[config.mk]
export PLATFORM = sky130hd
export DESIGN_NAME = midpoint_circle_rasterizer_core
export DESIGN_NICKNAME = d
export VERILOG_FILES = /design/src/hw/rtl/mcr_pkg.sv /design/src/hw/rtl/mcr_walker.sv /design/src/hw/rtl/mcr_dot_emitter.sv /design/src/hw/rtl/midpoint_circle_rasterizer_core.sv
export SDC_FILE = /design/constraint.sdc
export NUM_CORES = 1
export LEC_CHECK = 0
export ABC_AREA = 1
export BUFFER_PORTS_ARGS = -buffer_cell sky130_fd_sc_hd__buf_2
export CAP_MARGIN = 20
export CORE_MARGIN = 10
export CORE_UTILIZATION = 43
export CTS_BUF_LIST = sky130_fd_sc_hd__clkbuf_4
export DETAILED_ROUTE_END_ITERATION = 7
export GPL_TIMING_DRIVEN = 1
export MAX_ROUTING_LAYER = met4
export PLACE_DENSITY = 0.75
export SLEW_MARGIN = 30
export SYNTH_ARGS = -nofsm -noshare
export SYNTH_HDL_FRONTEND = slang
export SYNTH_HIERARCHICAL = 1
export SYNTH_SLANG_ARGS = --single-unit
[constraint.sdc]
create_clock -name clk -period 4.62 [get_ports clk]
set_input_delay 0.693 -clock clk [delete_from_list [all_inputs] [get_ports clk]]
set_output_delay 0.693 -clock clk [all_outputs]
set_load 0.1 [all_outputs]
[src/hw/rtl/mcr_pkg.sv]
// mcr_pkg: shared types and constants of the midpoint circle rasterizer
// used by every file under hw/rtl; depends on nothing
package mcr_pkg;

  localparam int CoordW = 16;
  localparam int ColorW = 16;
  localparam int RadW   = 8;
  localparam int StepW  = 9;
  localparam int DecW   = 12;
  localparam int CntW   = 3;

  localparam logic KIND_START   = 1'b0;
  localparam logic KIND_ADVANCE = 1'b1;

  localparam logic signed [DecW-1:0] DEC_BASE     = 12'sd3;
  localparam logic signed [DecW-1:0] DEC_INC_IN   = 12'sd6;
  localparam logic signed [DecW-1:0] DEC_INC_DIAG = 12'sd10;

  localparam logic [CntW-1:0] LAST_DOT = 3'd7;

  typedef struct packed {
    logic              kind;
    logic [CoordW-1:0] center_x;
    logic [CoordW-1:0] center_y;
    logic [RadW-1:0]   radius;
    logic              filled;
    logic [ColorW-1:0] color;
  } in_item_t;

  typedef struct packed {
    logic [CoordW-1:0] dot_x;
    logic [CoordW-1:0] dot_y;
    logic [ColorW-1:0] dot_color;
    logic              last_of_run;
    logic              circle_done;
  } out_item_t;

  // one advance worth of dots, handed from the walker to the emitter
  typedef struct packed {
    logic [CoordW-1:0] cx;
    logic [CoordW-1:0] cy;
    logic [ColorW-1:0] color;
    logic [StepW-1:0]  a;
    logic [StepW-1:0]  p;
    logic              done;
  } run_t;

endpackage

[src/hw/rtl/mcr_walker.sv]
// mcr_walker: circle state registers and the midpoint step
// depends on mcr_pkg; feeds runs to mcr_dot_emitter
module mcr_walker import mcr_pkg::*; (
  input  logic     clk,
  input  logic     rst_n,
  input  logic     accept,
  input  in_item_t item,
  output logic     load,
  output run_t     run
);

  logic                     active_r, active_nxt;
  logic [CoordW-1:0]        cx_r, cx_nxt;
  logic [CoordW-1:0]        cy_r, cy_nxt;
  logic [ColorW-1:0]        color_r, color_nxt;
  logic                     filled_r, filled_nxt;
  logic [StepW-1:0]         a_r, a_nxt;
  logic signed [StepW-1:0]  b_r, b_nxt;
  logic [StepW-1:0]         fy_r, fy_nxt;
  logic signed [DecW-1:0]   d_r, d_nxt;

  logic [StepW-1:0]         a1;
  logic signed [DecW-1:0]   a1_s, b_s, fy1_s, a_fin_s, b_fin_s;
  logic [StepW-1:0]         fy1;
  logic                     do_step;
  logic [StepW-1:0]         a_st;
  logic signed [StepW-1:0]  b_st;
  logic signed [DecW-1:0]   d_st;

  always_comb begin
    a1    = a_r + 9'd1;
    a1_s  = signed'({3'b000, a1});
    b_s   = DecW'(b_r);
    fy1   = fy_r + 9'd1;
    fy1_s = signed'({3'b000, fy1});
    // midpoint step
    a_st = a1;
    if (d_r < 0) begin
      d_st = d_r + (a1_s <<< 2) + DEC_INC_IN;
      b_st = b_r;
    end else begin
      d_st = d_r + DEC_INC_DIAG + ((a1_s - b_s) <<< 2);
      b_st = b_r - 9'sd1;
    end

    active_nxt = active_r;
    cx_nxt     = cx_r;
    cy_nxt     = cy_r;
    color_nxt  = color_r;
    filled_nxt = filled_r;
    a_nxt      = a_r;
    b_nxt      = b_r;
    fy_nxt     = fy_r;
    d_nxt      = d_r;
    do_step    = 1'b0;
    load       = 1'b0;

    if (accept && item.kind == KIND_START) begin
      active_nxt = 1'b1;
      cx_nxt     = item.center_x;
      cy_nxt     = item.center_y;
      color_nxt  = item.color;
      filled_nxt = item.filled;
      a_nxt      = '0;
      b_nxt      = signed'({1'b0, item.radius});
      fy_nxt     = '0;
      d_nxt      = DEC_BASE - signed'({3'b000, item.radius, 1'b0});
    end else if (accept && active_r) begin
      load = 1'b1;
      if (!filled_r) begin
        do_step = 1'b1;
      end else if (fy1_s > b_s) begin
        do_step = 1'b1;
        fy_nxt  = a_st;
      end else begin
        fy_nxt = fy1;
      end
      if (do_step) begin
        a_nxt = a_st;
        b_nxt = b_st;
        d_nxt = d_st;
      end
    end

    a_fin_s = signed'({3'b000, a_nxt});
    b_fin_s = DecW'(b_nxt);
    if (load && a_fin_s > b_fin_s) begin
      active_nxt = 1'b0;
    end

    run.cx    = cx_r;
    run.cy    = cy_r;
    run.color = color_r;
    run.a     = a_r;
    run.p     = filled_r ? fy_r : b_r;
    run.done  = a_fin_s > b_fin_s;
  end

  always_ff @(posedge clk) begin
    if (!rst_n) begin
      active_r <= 1'b0;
      cx_r     <= '0;
      cy_r     <= '0;
      color_r  <= '0;
      filled_r <= 1'b0;
      a_r      <= '0;
      b_r      <= '0;
      fy_r     <= '0;
      d_r      <= '0;
    end else begin
      active_r <= active_nxt;
      cx_r     <= cx_nxt;
      cy_r     <= cy_nxt;
      color_r  <= color_nxt;
      filled_r <= filled_nxt;
      a_r      <= a_nxt;
      b_r      <= b_nxt;
      fy_r     <= fy_nxt;
      d_r      <= d_nxt;
    end
  end

endmodule

[src/hw/rtl/mcr_dot_emitter.sv]
// mcr_dot_emitter: holds one run and sends its eight symmetric dots
// depends on mcr_pkg; loaded by mcr_walker
module mcr_dot_emitter import mcr_pkg::*; (
  input  logic      clk,
  input  logic      rst_n,
  input  logic      load,
  input  run_t      run,
  output logic      free,
  output logic      out_valid,
  input  logic      out_ready,
  output out_item_t out_data
);

  run_t            run_r;
  logic            valid_r;
  logic [CntW-1:0] cnt_r;
  logic            beat, last;
  logic            swap, neg_x, neg_y;
  logic [CoordW-1:0] dx, dy;

  assign beat      = valid_r && out_ready;
  assign last      = cnt_r == LAST_DOT;
  assign free      = !valid_r || (beat && last);
  assign out_valid = valid_r;

  always_comb begin
    unique case (cnt_r)
      3'd0: begin swap = 1'b0; neg_x = 1'b0; neg_y = 1'b1; end
      3'd1: begin swap = 1'b1; neg_x = 1'b0; neg_y = 1'b1; end
      3'd2: begin swap = 1'b1; neg_x = 1'b0; neg_y = 1'b0; end
      3'd3: begin swap = 1'b0; neg_x = 1'b0; neg_y = 1'b0; end
      3'd4: begin swap = 1'b0; neg_x = 1'b1; neg_y = 1'b0; end
      3'd5: begin swap = 1'b1; neg_x = 1'b1; neg_y = 1'b0; end
      3'd6: begin swap = 1'b0; neg_x = 1'b1; neg_y = 1'b1; end
      default: begin swap = 1'b1; neg_x = 1'b1; neg_y = 1'b1; end
    endcase
    dx = swap ? CoordW'(run_r.p) : CoordW'(run_r.a);
    dy = swap ? CoordW'(run_r.a) : CoordW'(run_r.p);
    out_data.dot_x       = neg_x ? run_r.cx - dx : run_r.cx + dx;
    out_data.dot_y       = neg_y ? run_r.cy - dy : run_r.cy + dy;
    out_data.dot_color   = run_r.color;
    out_data.last_of_run = last;
    out_data.circle_done = last && run_r.done;
  end

  always_ff @(posedge clk) begin
    if (!rst_n) begin
      valid_r <= 1'b0;
      cnt_r   <= '0;
    end else if (load) begin
      valid_r <= 1'b1;
      cnt_r   <= '0;
    end else if (beat && last) begin
      valid_r <= 1'b0;
    end else if (beat) begin
      cnt_r <= cnt_r + 3'd1;
    end
  end

  always_ff @(posedge clk) begin
    if (load) begin
      run_r <= run;
    end
  end

endmodule

[src/hw/rtl/midpoint_circle_rasterizer_core.sv]
// midpoint circle rasterizer top: walker feeding a dot emitter
// latency: first dot of an advance is valid the cycle after the beat is taken
// throughput: one dot per cycle unless out_ready stalls, eight dots per advance;
// the next beat is taken in the cycle the eighth dot leaves
// reset: synchronous active-low rst_n clears the circle state and the emitter
// depends on mcr_pkg, mcr_walker, mcr_dot_emitter
module midpoint_circle_rasterizer_core import mcr_pkg::*; (
  input  logic      clk,
  input  logic      rst_n,
  input  logic      in_valid,
  output logic      in_ready,
  input  in_item_t  in_data,
  output logic      out_valid,
  input  logic      out_ready,
  output out_item_t out_data
);

  logic load;
  run_t run;

  mcr_walker u_walker (
    .clk    (clk),
    .rst_n  (rst_n),
    .accept (in_valid && in_ready),
    .item   (in_data),
    .load   (load),
    .run    (run)
  );

  mcr_dot_emitter u_emitter (
    .clk       (clk),
    .rst_n     (rst_n),
    .load      (load),
    .run       (run),
    .free      (in_ready),
    .out_valid (out_valid),
    .out_ready (out_ready),
    .out_data  (out_data)
  );

endmodule

# ---- After elaboration in Yosys (flattened, before gate mapping)
# Index checks and enable logic that the tools add are counted.
dict set report classes {
  eq_ne 7
  add_sub_neg 14
  n_reduce_logical 22
  n_bitwise 3
  mux 25
  magnitude_cmp 3
}
# operator count
set op_table {}
lappend op_table {{9-bit two-way mux} 11}
lappend op_table {{12-bit two-way mux} 4}
lappend op_table {{16-bit adder} 2}
lappend op_table {{16-bit two-way mux} 2}
lappend op_table {{16-bit subtractor} 2}
lappend op_table {{12-bit adder} 2}
lappend op_table {{10-bit by 9-bit > comparator with 1-bit output} 2}
lappend op_table {{9-bit by 1-bit adder with 9-bit output (second input constant)} 2}
lappend op_table {{12-bit by 4-bit adder with 12-bit output (second input constant)} 1}
lappend op_table {{12-bit by 5-bit adder with 12-bit output (second input constant)} 1}
lappend op_table {{3-bit == test (second input constant)} 4}
lappend op_table {{12-bit by 1-bit < comparator with 1-bit output (second input constant)} 1}
lappend op_table {{4-bit OR reduction} 3}
lappend op_table {{10-bit by 9-bit subtractor with 10-bit output} 1}
lappend op_table {{2-bit by 9-bit subtractor with 10-bit output (first input constant)} 1}
lappend op_table {{9-bit by 2-bit subtractor with 9-bit output (second input constant)} 1}
lappend op_table {{1-bit two-way mux} 8}
lappend op_table {{1-bit logical AND} 7}
lappend op_table {{3-bit by 2-bit == test with 1-bit output (second input constant)} 2}
lappend op_table {{2-bit AND reduction} 3}
lappend op_table {{2-bit nonzero test} 3}
lappend op_table {{2-bit OR reduction} 3}
lappend op_table {{3-bit by 1-bit adder with 3-bit output (second input constant)} 1}
lappend op_table {{3-bit by 1-bit == test with 1-bit output (second input constant)} 1}
lappend op_table {{4 further kinds} 6}
dict set report word_totals {
  word_cells 91
  register_bits 160
  in_bits 62
  out_inout_bits 52
}

# ---- Longest topological paths before layout
dict set report depth {
  depth_word 13
  ltp_mapped 31
  depth_no_buf 31
}

# ---- Modules after synthesis
# The synthesis kept the hierarchy.
# mod seq_area_each_um2 cells_per_inst instances area_each_um2
set by_module_without_submodules {}
lappend by_module_without_submodules {mcr_walker 1761.7 884 1 6078.3}
lappend by_module_without_submodules {mcr_dot_emitter 2092.0 584 1 4982.3}
lappend by_module_without_submodules {midpoint_circle_rasterizer_core 0.0 2 1 7.5}

# ---- Worst setup path after synthesis
# Ideal clock, no wire load.
dict set report synth_timing {
  path_type {reg-to-reg}
  startpoint {reg u_emitter.cnt_r[0]}
  endpoint {reg u_emitter.cnt_r[0]}
  setup_time_ps 122
  path_buffers 0
  synth_period_minus_slack_ps 5303
  path_slack_ps -683
  stages_incl_launch_ff 12
  arrival_ps 5181
  t_required_ps 4498
  cell_sequence {dfxtp_1 ha_1 ha_1 nand2_1 nand2_1 nand2_1 inv_1 nand2_1 nor2_1 nor2_1 o21ai_0 a21oi_1}
}
dict set report synth_between {
  elab_chain_cells 8
  elab_cells_between_ends 12
  cone_classes {1 x add/sub; 1 x eq/ne; 2 x mux; 1 x bitwise; 7 x reduce/logical}
}
# element line
set synth_lines {}
lappend synth_lines {{from (decl)} mcr_dot_emitter.sv:16} ;# logic [CntW-1:0] cnt_r;
lappend synth_lines {{from (signal assigned)} mcr_dot_emitter.sv:56} ;# cnt_r <= cnt_r + 3'd1;
lappend synth_lines {{3-bit == test *} mcr_dot_emitter.sv:22} ;# assign last = cnt_r == LAST_DOT;
lappend synth_lines {{via u_emitter.last} mcr_dot_emitter.sv:17} ;# logic beat, last;
lappend synth_lines {{1-bit logical AND *} mcr_dot_emitter.sv:23} ;# assign free = !valid_r || (beat && last);
lappend synth_lines {{1-bit logical OR *} mcr_dot_emitter.sv:23}
lappend synth_lines {{via in_ready} midpoint_circle_rasterizer_core.sv:11} ;# output logic in_ready,
lappend synth_lines {{1-bit logical AND *} midpoint_circle_rasterizer_core.sv:24} ;# .accept (in_valid && in_ready),
lappend synth_lines {{1-bit logical AND} mcr_walker.sv:68} ;# end else if (accept && active_r) begin
lappend synth_lines {{1-bit two-way mux} mcr_walker.sv:68}
lappend synth_lines {{1-bit two-way mux *} mcr_walker.sv:58} ;# if (accept && item.kind == KIND_START) begin
lappend synth_lines {{via load} midpoint_circle_rasterizer_core.sv:18} ;# logic load;
lappend synth_lines {{2-bit OR reduction (no line) *} -}
# The timed path passes the listed nets; every way through them passes the cells marked *.
# A chain may end at the register's enable or synchronous reset.

==> impl_metrics.tcl <==
set metrics [dict create \
    drv_slew 0 \
    syn_area_um2 11100 \
    antenna_found_initial 2 \
    route.vias.total 10100 \
    drive_gt1_frac 0.203 \
    min_path_cells 3 \
    ir_drop_v 0.000262 \
    htreeDepth 4 \
    row_count 58 \
    drt-initial-drc-count 675 \
    yosys.area.top_type "edfxtp_1" \
    path_max_fanout 5 \
    tightest_slew_ns 0.849 \
    dp.cells 1866 \
    p_per_area_nw_per_um2 313 \
    violations "setup timing" \
    synth_async_sr_flop_share 0 \
    fin_ws_ns -0.00226 \
    die_height_um 180 \
    fin_cells 1930 \
    min_period_ns 4.62 \
    worstSkewPairLatency_ns 0.56 \
    rsz0062_at_grt "true" \
    synth_edf_count 67 \
    timing.rr.end "u_walker/d_r[11]" \
    synth.distinct_cells 53 \
    seqPwrFrac 0.384 \
    relSlewSlack 0.434 \
    cap_violations 0 \
    synth_cells 1470 \
    finalClockSkew_ns 0.0184 \
    crit_type "reg2out" \
    worst_hold_path_type "in2reg" \
    drc 0 \
    num-nets-final 1756 \
    clk_pin_slew_ns 0.15 \
    io_buffers 113 \
    root_buffer "clkbuf_4" \
    gp_congestion 0.885 \
    overflow 0 \
    syn_area_per_cell_um2 7.53 \
    grt_pass1_wl_um 45200 \
    placedInstanceArea_um2 12000 \
    dieArea_um2 32600 \
    start_util 0.438 \
    routed_wl_um 29300 \
    firstDrtPassIters 5 \
    synth.most_common_cell "nand2_1" \
    netlist.area_leader.share 0.182 \
    yosysSeqAreaShare 0.348 \
    drtAntennaViolNets 0 \
    hold_start "in_data[9]" \
    min_to "u_walker/color_r[9]" \
    r2r-start "u_walker/a_r[2]" \
    fp.dieW_um 180 \
    clkPwrFrac 0.188 \
    power.switching_mw 1.79 \
    netSwitchingFraction 0.434 \
    grt_usage 0.170 \
    routedWlPerCell_um 15.2 \
    synthTopCellsByCount "nand2_1 (303), nor2_1 (200), inv_1 (163)" \
    critical_path_arrival_ns 3.93 \
    synth-seq-cells 159 \
    syn_to_final_growth_pct 18.8 \
    cts_tree "yes" \
    core_um2 25300 \
    power_leakage_nw 6.21 \
    critPathRequiredTime_ns 3.93 \
    outcome "complete, but fails checks" \
    startpoint_type "flip-flop" \
    combPwrFrac 0.428 \
    synth_nets 1641 \
    p_int_mw 2.33 \
    end_kind "output pin" \
    cts_max_path_buffers 2 \
    numClockSinks 159 \
    setup_violations 1 \
    cts_buffers 17 \
    fin_area_um2 13200 \
    io_pins 114 \
    hpwl_um 21800 \
    fin_tns_setup_ns -0.00226 \
    ys.warnings.count 6 \
    synth_area_leaders "edfxtp_1 (18%), dfxtp_1 (17%), ha_1 (12%)" \
    synth_top_flop_cell "dfxtp_1" \
    timing.fmax_ghz 0.216 \
    grt_max_degree 78 \
    worstRegToRegCells 24 \
    rrSetupSlack_ns 0.37 \
    fin_crit_sh 1.00 \
    viasPerCell 5.24 \
    grt_pass1_vias 9426 \
    hold_viol 0 \
]
==> layout by cell type, fill, tap and decap left out, types with 12 or more instances in the layout <==
| cell | count |
|---|---|
| a21oi_1 | 77 |
| buf_12 | 15 |
| buf_2 | 91 |
| buf_4 | 35 |
| clkbuf_4 | 20 |
| dfxtp_1 | 89 |
| edfxtp_1 | 67 |
| ha_1 | 86 |
| ha_4 | 15 |
| inv_1 | 161 |
| nand2_1 | 276 |
| nand2_2 | 37 |
| nand3_1 | 83 |
| nand4_1 | 16 |
| nor2_1 | 192 |
| nor3_1 | 12 |
| o21ai_0 | 100 |
| xor2_1 | 46 |
==> worst max path at each step <==
stage / from / endpoint / slack (ns) / cells past startpoint
3_5_place_dp: u_emitter/cnt_r[0] / out_data[33] / 0.15 / 22
5_1_grt: u_emitter/cnt_r[1] / out_data[33] / -0.26 / 22
6_report: u_emitter/cnt_r[1] / out_data[33] / -0.002 / 22
4_1_cts: u_emitter/cnt_r[0] / out_data[33] / -0.04 / 22
3_3_place_gp: u_emitter/cnt_r[0] / out_data[33] / 0.28 / 22
2_1_floorplan: u_emitter/cnt_r[0] / out_data[30] / 0.006 / 19
==> power groups by stage <==
| stage | registers, mW | clock network [mW] | logic [mW] |
|---|---|---|---|
| floorplan | 1.60 | 0 | 1.28 |
| global placement | 1.61 | 0 | 1.61 |
| detailed placement | 1.61 | 0 | 1.64 |
| CTS | 1.58 | 0.807 | 1.66 |
| global route | 1.59 | 0.866 | 1.91 |
| finish | 1.58 | 0.774 | 1.76 |
==> logic make-up (layout without fill, tap and decap cells) <==
kind of cell	Yosys count	after routing	synth area share
and+or+nand+nor	663	667	0.259
other	0	2	0
adders and majority gates	109	109	0.127
AOI/OAI and AO/OA	248	248	0.125
buffers and inverters	227	351	0.0898
xor gates and xnor gates	64	64	0.0513
DFF	159	159	0.348
==> layer usage <==
layer / GRT usage / routed length, um / vias up
li1: - / - / 5073
met1: 0.193 / 12200 / 4681
met2: 0.297 / 14700 / 293
met4: 0.0561 / 930 / 0
met5: - / 0 / -
met3: 0.0307 / 1440 / 72
==> cell type report <==
cell class / instances / area, um^2
fill: 2410 / 12100
multi-input combinational: 1088 / 6830
sequential: 159 / 3860
timing repair buffer: 151 / 1140
inverter: 168 / 638
tap: 330 / 413
clock inverter: 15 / 133
clock buffer: 17 / 128
antenna: 2 / 5.00
==> sequential cells by signal (all words and copies together) (netlist names), 3 cells and up <==
register	cells
u_emitter/run_r	51
u_emitter/out_data	16
u_walker/color_r	16
u_walker/cx_r	16
u_walker/cy_r	16
u_walker/d_r	11
u_walker/a_r	9
u_walker/b_r	9
u_walker/fy_r	9
u_emitter/cnt_r	3
==> critical path, stage by stage, from the launching register on <==
cell      delay (ns)
dfxtp_4         0.41
inv_4           0.06
ha_4            0.17
nor2_4          0.22
buf_4           0.16
nand2_2         0.09
nand3_1         0.15
nand2_2         0.09
nand3_4         0.12
nor2_4          0.06
nand2_4         0.07
nand2_4         0.06
o21bai_1        0.20
ha_1            0.29
a21o_1          0.22
a21boi_2        0.16
nor2_1          0.07
nor3_1          0.20
nand2_1         0.10
a21oi_1         0.14
nand2_1         0.08
nand2_2         0.09
buf_12          0.17
==> per-stage QoR <==
stage	hold slack, ns	power [mW]	setup WS [ns]	utilization
final	0.373	4.12	-0.00226	0.521
after global routing	0.313	4.37	-0.260	0.521
after CTS	0.319	4.05	-0.0374	0.492
after detailed placement	0.415	3.25	0.146	0.476
after global placement	0.412	3.22	0.278	0.476
after floorplan	0.409	2.87	0.00620	-
==> timing repair <==
item                       in CTS  in global routing
gates cloned                    3                  2
hold buffers                    0                  0
setup endpoints to repair      22                 23
pin swaps                       8                 37
setup buffers                   4                 21
resized for setup              31                116
(Power assumes the default switching activity.)
